===== config.mk =====
export PLATFORM = sky130hd
export DESIGN_NAME = pointer_transition_fifo_top
export DESIGN_NICKNAME = d
export VERILOG_FILES = /design/src/ptf_pkg.sv /design/src/ptf_ctrl.sv /design/src/ptf_datapath.sv /design/src/pointer_transition_fifo_top.sv
export VERILOG_INCLUDE_DIRS = /design/src /design/src/src
export SDC_FILE = /design/constraint.sdc
export NUM_CORES = 2
export LEC_CHECK = 0
export BUFFER_PORTS_ARGS = -buffer_cell sky130_fd_sc_hd__buf_2
export CORE_ASPECT_RATIO = 1.4
export CORE_MARGIN = 2
export CORE_UTILIZATION = 40
export CTS_CLUSTER_DIAMETER = 30
export DETAILED_ROUTE_END_ITERATION = 8
export SLEW_MARGIN = 0
export SYNTH_ARGS = -nofsm -noshare
export SYNTH_HDL_FRONTEND = slang
export SYNTH_SLANG_ARGS = --single-unit

===== constraint.sdc =====
create_clock -name clk -period 4.72 [get_ports clk]
set_input_delay 0.944 -clock clk [delete_from_list [all_inputs] [get_ports clk]]
set_output_delay 0.944 -clock clk [all_outputs]
set_load 0.02 [all_outputs]

===== src/pointer_transition_fifo_top_defines.svh =====
// ---------------------------------------------------------------------------
// Pointer transition FIFO assertion macros
// Shared property wrappers for the checks at the end of the top level.
// ---------------------------------------------------------------------------
`ifndef POINTER_TRANSITION_FIFO_TOP_DEFINES_SVH
`define POINTER_TRANSITION_FIFO_TOP_DEFINES_SVH

// same-cycle implication, sampled on clk, off while rst_n is low
`define PTF_ASSERT_IMPLY(lbl, ante, cons, msg) \
  lbl: assert property (@(posedge clk) disable iff (!rst_n) (ante) |-> (cons)) \
    else $error(msg);

// next-cycle implication
`define PTF_ASSERT_NEXT(lbl, ante, cons, msg) \
  lbl: assert property (@(posedge clk) disable iff (!rst_n) (ante) |=> (cons)) \
    else $error(msg);

`endif


===== src/ptf_pkg.sv =====
// ---------------------------------------------------------------------------
// Pointer transition FIFO package
// Shared types, codes and reset constants.
// ---------------------------------------------------------------------------
`timescale 1ns / 1ps

package ptf_pkg;

  localparam int FIFO_DEPTH_DEF = 64;
  localparam int LIMIT_W        = 7;
  localparam logic [LIMIT_W-1:0] BURST_LIMIT_RST = 7'd16;

  // register index taken from the configuration address
  localparam logic REG_BURST_LIMIT = 1'b0;

  typedef enum logic [1:0] {
    FUNC_DOWN = 2'd0,
    FUNC_MOVE = 2'd1,
    FUNC_UP   = 2'd2,
    FUNC_READ = 2'd3
  } func_t;

  typedef enum logic {
    ST_IDLE = 1'b0,
    ST_EXEC = 1'b1
  } state_t;

  typedef struct packed {
    logic        pressed;
    logic [15:0] y;
    logic [15:0] x;
  } entry_t;

  typedef struct packed {
    logic capture;  // latch the incoming word
    logic exec;     // apply the latched item and load the result
  } cmd_t;

  typedef struct packed {
    logic out_free;  // result register empty or being drained this cycle
  } status_t;

endpackage


===== src/ptf_ctrl.sv =====
// ---------------------------------------------------------------------------
// Pointer transition FIFO controller
// Two-state sequencer: capture an item, then execute it once the result
// register can take the answer.
// ---------------------------------------------------------------------------
`timescale 1ns / 1ps

module ptf_ctrl (
  input  logic             clk,
  input  logic             rst_n,
  input  logic             in_tvalid,
  output logic             in_tready,
  input  ptf_pkg::status_t status,
  output ptf_pkg::cmd_t    cmd
);

  ptf_pkg::state_t state_r;
  ptf_pkg::state_t state_nxt;

  always_ff @(posedge clk) begin
    if (!rst_n) begin
      state_r <= ptf_pkg::ST_IDLE;
    end else begin
      state_r <= state_nxt;
    end
  end

  always_comb begin
    state_nxt = state_r;
    unique case (state_r)
      ptf_pkg::ST_IDLE: begin
        if (in_tvalid) state_nxt = ptf_pkg::ST_EXEC;
      end
      ptf_pkg::ST_EXEC: begin
        if (status.out_free) state_nxt = ptf_pkg::ST_IDLE;
      end
      default: state_nxt = ptf_pkg::ST_IDLE;
    endcase
  end

  always_comb begin
    in_tready   = 1'b0;
    cmd.capture = 1'b0;
    cmd.exec    = 1'b0;
    unique case (state_r)
      ptf_pkg::ST_IDLE: begin
        in_tready   = 1'b1;
        cmd.capture = in_tvalid;
      end
      ptf_pkg::ST_EXEC: begin
        cmd.exec = status.out_free;
      end
      default: ;
    endcase
  end

endmodule


===== src/ptf_datapath.sv =====
// ---------------------------------------------------------------------------
// Pointer transition FIFO datapath
// Entry memory, ring pointers, held point, burst counter and result register.
// ---------------------------------------------------------------------------
`timescale 1ns / 1ps

module ptf_datapath #(
  parameter int FIFO_DEPTH = ptf_pkg::FIFO_DEPTH_DEF
) (
  input  logic                        clk,
  input  logic                        rst_n,
  input  ptf_pkg::cmd_t               cmd,
  output ptf_pkg::status_t            status,
  input  logic [1:0]                  in_func,
  input  logic [15:0]                 in_x,
  input  logic [15:0]                 in_y,
  input  logic [ptf_pkg::LIMIT_W-1:0] burst_limit,
  output logic                        out_valid,
  input  logic                        out_ready,
  output logic                        out_accepted,
  output logic [15:0]                 out_point_x,
  output logic [15:0]                 out_point_y,
  output logic                        out_is_pressed,
  output logic                        out_continue
);

  localparam int AW = (FIFO_DEPTH > 1) ? $clog2(FIFO_DEPTH) : 1;
  localparam int CW = $clog2(FIFO_DEPTH + 1);
  localparam int LW = ptf_pkg::LIMIT_W;

  ptf_pkg::entry_t mem [FIFO_DEPTH];
  ptf_pkg::entry_t rd_entry_r;
  ptf_pkg::entry_t wr_entry;

  ptf_pkg::func_t  func_r;
  logic [15:0]     x_r, y_r;

  logic [AW-1:0]   head_r, head_nxt, tail_r, tail_nxt;
  logic [CW-1:0]   count_r, count_nxt;
  logic [15:0]     cur_x_r, cur_x_nxt, cur_y_r, cur_y_nxt;
  logic            cur_p_r, cur_p_nxt;
  logic            newest_p_r, newest_p_nxt;
  logic [LW-1:0]   burst_r, burst_nxt, burst_inc;

  logic            out_valid_r;
  logic            acc_r, acc_nxt, cont_r, cont_nxt;
  logic [15:0]     ox_r, oy_r;
  logic            op_r;

  logic            full, empty, is_read, wr_en, pop, burst_end, push_p;

  // capture the item
  always_ff @(posedge clk) begin
    if (cmd.capture) begin
      func_r <= ptf_pkg::func_t'(in_func);
      x_r    <= in_x;
      y_r    <= in_y;
    end
  end

  // entry memory: one write port at the tail, registered read at the head
  always_ff @(posedge clk) begin
    if (wr_en) mem[tail_r] <= wr_entry;
    rd_entry_r <= mem[head_r];
  end

  assign full    = (count_r == CW'(FIFO_DEPTH));
  assign empty   = (count_r == '0);
  assign is_read = (func_r == ptf_pkg::FUNC_READ);

  always_comb begin
    unique case (func_r)
      ptf_pkg::FUNC_DOWN: push_p = 1'b1;
      ptf_pkg::FUNC_UP:   push_p = 1'b0;
      ptf_pkg::FUNC_MOVE: push_p = empty ? cur_p_r : newest_p_r;
      default:            push_p = 1'b0;
    endcase
  end

  assign wr_entry  = '{pressed: push_p, y: y_r, x: x_r};
  assign wr_en     = cmd.exec && !is_read && !full;
  assign pop       = cmd.exec && is_read && !empty;
  assign burst_inc = burst_r + LW'(1);
  assign burst_end = (count_r == CW'(1)) || (burst_inc >= burst_limit);

  always_comb begin
    head_nxt     = head_r;
    tail_nxt     = tail_r;
    count_nxt    = count_r;
    cur_x_nxt    = cur_x_r;
    cur_y_nxt    = cur_y_r;
    cur_p_nxt    = cur_p_r;
    newest_p_nxt = newest_p_r;
    burst_nxt    = burst_r;
    if (wr_en) begin
      tail_nxt     = (tail_r == AW'(FIFO_DEPTH - 1)) ? '0 : tail_r + AW'(1);
      count_nxt    = count_r + CW'(1);
      newest_p_nxt = push_p;
    end
    if (pop) begin
      head_nxt  = (head_r == AW'(FIFO_DEPTH - 1)) ? '0 : head_r + AW'(1);
      count_nxt = count_r - CW'(1);
      cur_x_nxt = rd_entry_r.x;
      cur_y_nxt = rd_entry_r.y;
      cur_p_nxt = rd_entry_r.pressed;
      burst_nxt = burst_end ? '0 : burst_inc;
    end
    acc_nxt  = is_read || !full;
    cont_nxt = pop && !burst_end;
  end

  always_ff @(posedge clk) begin
    if (!rst_n) begin
      head_r      <= '0;
      tail_r      <= '0;
      count_r     <= '0;
      cur_x_r     <= '0;
      cur_y_r     <= '0;
      cur_p_r     <= 1'b0;
      newest_p_r  <= 1'b0;
      burst_r     <= '0;
      out_valid_r <= 1'b0;
    end else begin
      head_r     <= head_nxt;
      tail_r     <= tail_nxt;
      count_r    <= count_nxt;
      cur_x_r    <= cur_x_nxt;
      cur_y_r    <= cur_y_nxt;
      cur_p_r    <= cur_p_nxt;
      newest_p_r <= newest_p_nxt;
      burst_r    <= burst_nxt;
      if (cmd.exec) begin
        out_valid_r <= 1'b1;
      end else if (out_ready) begin
        out_valid_r <= 1'b0;
      end
    end
  end

  // result register, loaded with the state after the item
  always_ff @(posedge clk) begin
    if (cmd.exec) begin
      acc_r  <= acc_nxt;
      cont_r <= cont_nxt;
      ox_r   <= cur_x_nxt;
      oy_r   <= cur_y_nxt;
      op_r   <= cur_p_nxt;
    end
  end

  assign status.out_free = !out_valid_r || out_ready;
  assign out_valid       = out_valid_r;
  assign out_accepted    = acc_r;
  assign out_point_x     = ox_r;
  assign out_point_y     = oy_r;
  assign out_is_pressed  = op_r;
  assign out_continue    = cont_r;

endmodule


===== src/pointer_transition_fifo_top.sv =====
// ---------------------------------------------------------------------------
// Pointer transition FIFO
// Ring buffer of touch-pointer transitions with burst-limited read-out.
//
//  port group | dir | contents
//  in_*       | in  | tuser: func; tdata: x_coord, y_coord
//  out_*      | out | tdata: accepted, point_x, point_y, is_pressed,
//             |     |        read_more
//  cfg_*      | in  | APB register burst_limit at byte address 0
//
// One item at a time: capture then execute, the execute cycle waiting on the
// entry memory's registered read at the head pointer.
// The execute cycle stalls while the result register holds a word not taken.
// Reset is synchronous; the entry memory is not cleared and is ready at once.
// ---------------------------------------------------------------------------
`timescale 1ns / 1ps
`include "pointer_transition_fifo_top_defines.svh"

module pointer_transition_fifo_top #(
  parameter int FIFO_DEPTH = ptf_pkg::FIFO_DEPTH_DEF
) (
  input  logic        clk,
  input  logic        rst_n,
  input  logic        in_tvalid,
  output logic        in_tready,
  input  logic [31:0] in_tdata,   // [15:0] x_coord, [31:16] y_coord
  input  logic [1:0]  in_tuser,   // [1:0] func
  output logic        out_tvalid,
  input  logic        out_tready,
  output logic [39:0] out_tdata,  // [0] accepted, [16:1] point_x, [32:17] point_y,
                                  // [33] is_pressed, [34] read_more, zeros
  input  logic        cfg_psel,
  input  logic        cfg_penable,
  input  logic        cfg_pwrite,
  input  logic [2:0]  cfg_paddr,
  input  logic [31:0] cfg_pwdata,
  output logic [31:0] cfg_prdata,
  output logic        cfg_pready
);

  localparam int LW = ptf_pkg::LIMIT_W;

  ptf_pkg::cmd_t    cmd;
  ptf_pkg::status_t status;

  logic [LW-1:0] limit_r;
  logic          cfg_wr;
  logic          acc, prs, cont;
  logic [15:0]   px, py;

  assign cfg_pready = 1'b1;
  assign cfg_wr     = cfg_psel && cfg_penable && cfg_pwrite && cfg_pready;

  always_ff @(posedge clk) begin
    if (!rst_n) begin
      limit_r <= ptf_pkg::BURST_LIMIT_RST;
    end else if (cfg_wr && (cfg_paddr[2] == ptf_pkg::REG_BURST_LIMIT)) begin
      limit_r <= cfg_pwdata[LW-1:0];
    end
  end

  assign cfg_prdata = (cfg_paddr[2] == ptf_pkg::REG_BURST_LIMIT) ?
                      {{(32-LW){1'b0}}, limit_r} : 32'd0;

  ptf_ctrl u_ctrl (
    .clk       (clk),
    .rst_n     (rst_n),
    .in_tvalid (in_tvalid),
    .in_tready (in_tready),
    .status    (status),
    .cmd       (cmd)
  );

  ptf_datapath #(
    .FIFO_DEPTH (FIFO_DEPTH)
  ) u_dp (
    .clk            (clk),
    .rst_n          (rst_n),
    .cmd            (cmd),
    .status         (status),
    .in_func        (in_tuser),
    .in_x           (in_tdata[15:0]),
    .in_y           (in_tdata[31:16]),
    .burst_limit    (limit_r),
    .out_valid      (out_tvalid),
    .out_ready      (out_tready),
    .out_accepted   (acc),
    .out_point_x    (px),
    .out_point_y    (py),
    .out_is_pressed (prs),
    .out_continue   (cont)
  );

  assign out_tdata = {5'd0, cont, prs, py, px, acc};

  // one item in flight: the cycle after a capture never takes another word
  `PTF_ASSERT_NEXT(a_one_in_flight, in_tvalid && in_tready, !in_tready, "second capture")
  // never overwrite a result that is still waiting
  `PTF_ASSERT_IMPLY(a_no_overwrite, cmd.exec, !out_tvalid || out_tready, "result overwrite")
  // a new result appears only after an execute cycle
  `PTF_ASSERT_IMPLY(a_valid_source, $rose(out_tvalid), $past(cmd.exec), "result without item")

endmodule

==> out/metrics.yaml <==
rsz0062_at_grt: "no"
cts_tree: "done"
ant_nets: 0
fin_setup_tns_ns: 0
cp.required_ns: 5.23
async_flop_share_pct: 0
timing.rr.end: "u_dp.mem[12][27]"
most-common-layout-cells: "edfxtp_1 (2181), mux4_2 (479), clkbuf_16 (368), buf_4 (186), mux2i_1 (153)"
utilization_pct: 48.3
setup_ws_ns: 1.08
cts_made_buffers: 364
hold_buffers: 0
leakage_nw: 33.1
yosysWarnings: 0
synth-edff-count: 2181
hold_depth: 1
via_count: 42800
synth-seq-cells: 2283
worstHoldPathType: "in -> reg"
grt_pass1_vias: 44800
tightest_slew_ns: 1.42
post_synth.cell_area_avg_sq_um: 21.3
cap_violations: 0
via_per_inst: 5.55
ios: 151
dieArea_sq_um: 222000
finalCritPeriodShare_pct: 77.1
fp.coreArea_sq_um: 218000
ir_drop_v: 0.000402
yosysTopAreaCell: "edfxtp_1"
hold_end: "u_dp.x_r[5]"
drt_pass1_iterations: 6
h-tree-depth: 5
io_buffers: 92
grt_max_degree: 93
grt_pass1_wl_mm: 324
r2r_start: "u_dp.count_r[0]"
overflow: 0
synthDistinctLibCells: 73
status: "complete, no violations"
dpl.hpwl_mm: 131
cts_setup_buffers: 0
drc: 0
row_count: 203
rrSetupSlack_ns: 1.08
ys_seq_area_share_pct: 77.3
crit_path_max_fanout: 13
wire_per_inst_um: 29.6
multi_input_area_sq_um: 18900
hold_viol_final: 0
finalPower_w: 0.0508
start_util_pct: 40.1
final_common_cell: "edfxtp_1"
antenna_found_initial: 6
wl_mm: 229
synth_top_flop_cell: "edfxtp_1"
fin_crit_ns: 3.64
worstHoldStart: "in_tdata[5]"
drtIter0Drc: 4187
fillerInstances: 17700
setup_viol: 0
skew_ns: 0.0738
fmax_ghz: 0.275
yosys-top-cells-area: "edfxtp_1 (75%), mux4_2 (12%), dfxtp_1 (2.3%)"
drive_above_1_share_pct: 32.9
arrival_ns: 4.15
crit_path_start_kind: "flop"
ff_latch_area_sq_um: 67500
power_density_nw_per_um2: 483
grtUsageTotal_pct: 20.5
drv_slew: 0
endpoint_kind: "flop"
cts.repair.resized: 0
clock_latency_ns: 0.88
dpl_worst_slack_ns: 0.822
die_width_um: 399
setup.worst_path.class: "reg -> reg"
gp_congestion: 0.842
netlist_area_sq_um: 87400
area_delta_synth_final_pct: 20.4
synthCells: 4102
clk_pin_slew_ns: 0.05
slew_headroom_pct: 5.44
nets: 4635
clockBufferDepth: 4
root_buffer: "clkbuf_16"
fp.dieH_um: 557
cts.sinks: 2283
synth_top_area_share_pct: 74.9
reg2reg_depth: 8
## cell usage after synthesis, types with 5 or more instances
cell	count
or2_2	5
buf_4	79
o21a_1	10
buf_2	80
nand3b_1	7
a22o_1	16
o22ai_1	56
o211ai_1	15
nor2b_1	26
o221ai_1	39
nand3_1	26
nor3_1	29
mux2_1	7
nor4_1	14
buf_1	13
mux4_2	479
a211oi_1	23
nor2_1	166
dfxtp_1	102
mux2_2	72
edfxtp_1	2181
o2bb2ai_1	12
inv_1	16
and2_1	42
mux2_4	26
o21ai_0	34
buf_6	21
ha_1	13
nand4_1	6
nand2_1	123
and3_1	5
a21boi_0	5
clkbuf_1	59
nand2b_1	10
xnor2_1	6
a22oi_1	10
a21oi_1	52
or3_1	5
mux2i_1	153
## sequential cells by signal, summed over array words and instances (netlist names), 2 cells and up
name,cells
u_dp.rd_entry_r,33
u_dp.tail_r,6
u_dp.x_r,16
u_dp.cur_y_r,16
u_dp.cur_x_r,16
u_dp.burst_r,7
u_dp.func_r,2
u_dp.head_r,6
u_dp.mem,2112
u_dp.out_point_x,16
limit_r,7
u_dp.count_r,7
u_dp.out_point_y,16
u_dp.y_r,16
## layout make-up
cell class	count	area share [%]
Inverter	17	0.0618
Multi-Input combinational cell	1578	18.0
Clock buffer	390	8.83
Antenna cell	4	0.00951
Sequential cell	2283	64.2
Timing Repair Buffer	302	2.22
Tap cell	2870	3.41
Clock inverter	282	3.28
## cells by family (layout without fill, tap and decap cells)
family	after synthesis	after routing	share of synthesized area [%]
DFF	2283	2283	77.3
adders and majority gates	13	13	0.186
buffers and inverters	270	991	1.80
xor gates and xnor gates	10	10	0.100
AOI/OAI and AO/OA	309	309	2.49
muxes	737	737	15.6
other	2	35	0.00859
and+or+nand+nor	478	478	2.59
## power by group
group          internal [W]  total [W]  leakage [nW]  switching (W)
clock network        0.0174     0.0274          6.12         0.0100
registers            0.0223     0.0224          20.5      0.0000549
logic              0.000242   0.000996          6.54       0.000755
total                0.0400     0.0508          33.1         0.0108
## worst max-delay path: stages (launching register included)
cell,delay (ns)
dfxtp_1,0.43
inv_1,0.10
ha_1,0.26
or4b_4,0.23
o2111a_1,0.32
and2_1,0.25
nand2_1,0.58
nor2_4,0.77
buf_4,0.37
## per-layer routing
layer | part of all wire [%] | global-route usage, % | routed length, um
met2 | 52 | 35.8 | 118000
met1 | 38 | 25.4 | 87700
met4 | 4.7 | 9.24 | 10800
met5 | 0 | 0 | 0
met3 | 5.2 | 2.80 | 12000
## stage by stage
stage	hold slack [ns]	cell area, sq um	std cells
CTS	0.213	105000	7722
floorplan	0.466	87500	4131
finish	0.268	105000	7726
global route	0.232	105000	7723
global placement	0.480	92500	7050
detailed placement	0.502	92500	7050
## how the worst max path moves through the flow
stage,startpoint,endpoint,depth (start not counted)
floorplan,out_tready,u_dp.mem[63][0],5
global placement,out_tready,u_dp.mem[12][3],7
detailed placement,out_tready,u_dp.mem[12][2],7
CTS,u_dp.count_r[0],u_dp.mem[12][27],8
global route,u_dp.count_r[0],u_dp.mem[12][27],8
finish,u_dp.count_r[0],u_dp.mem[12][27],8
(Power assumes the default switching activity.)
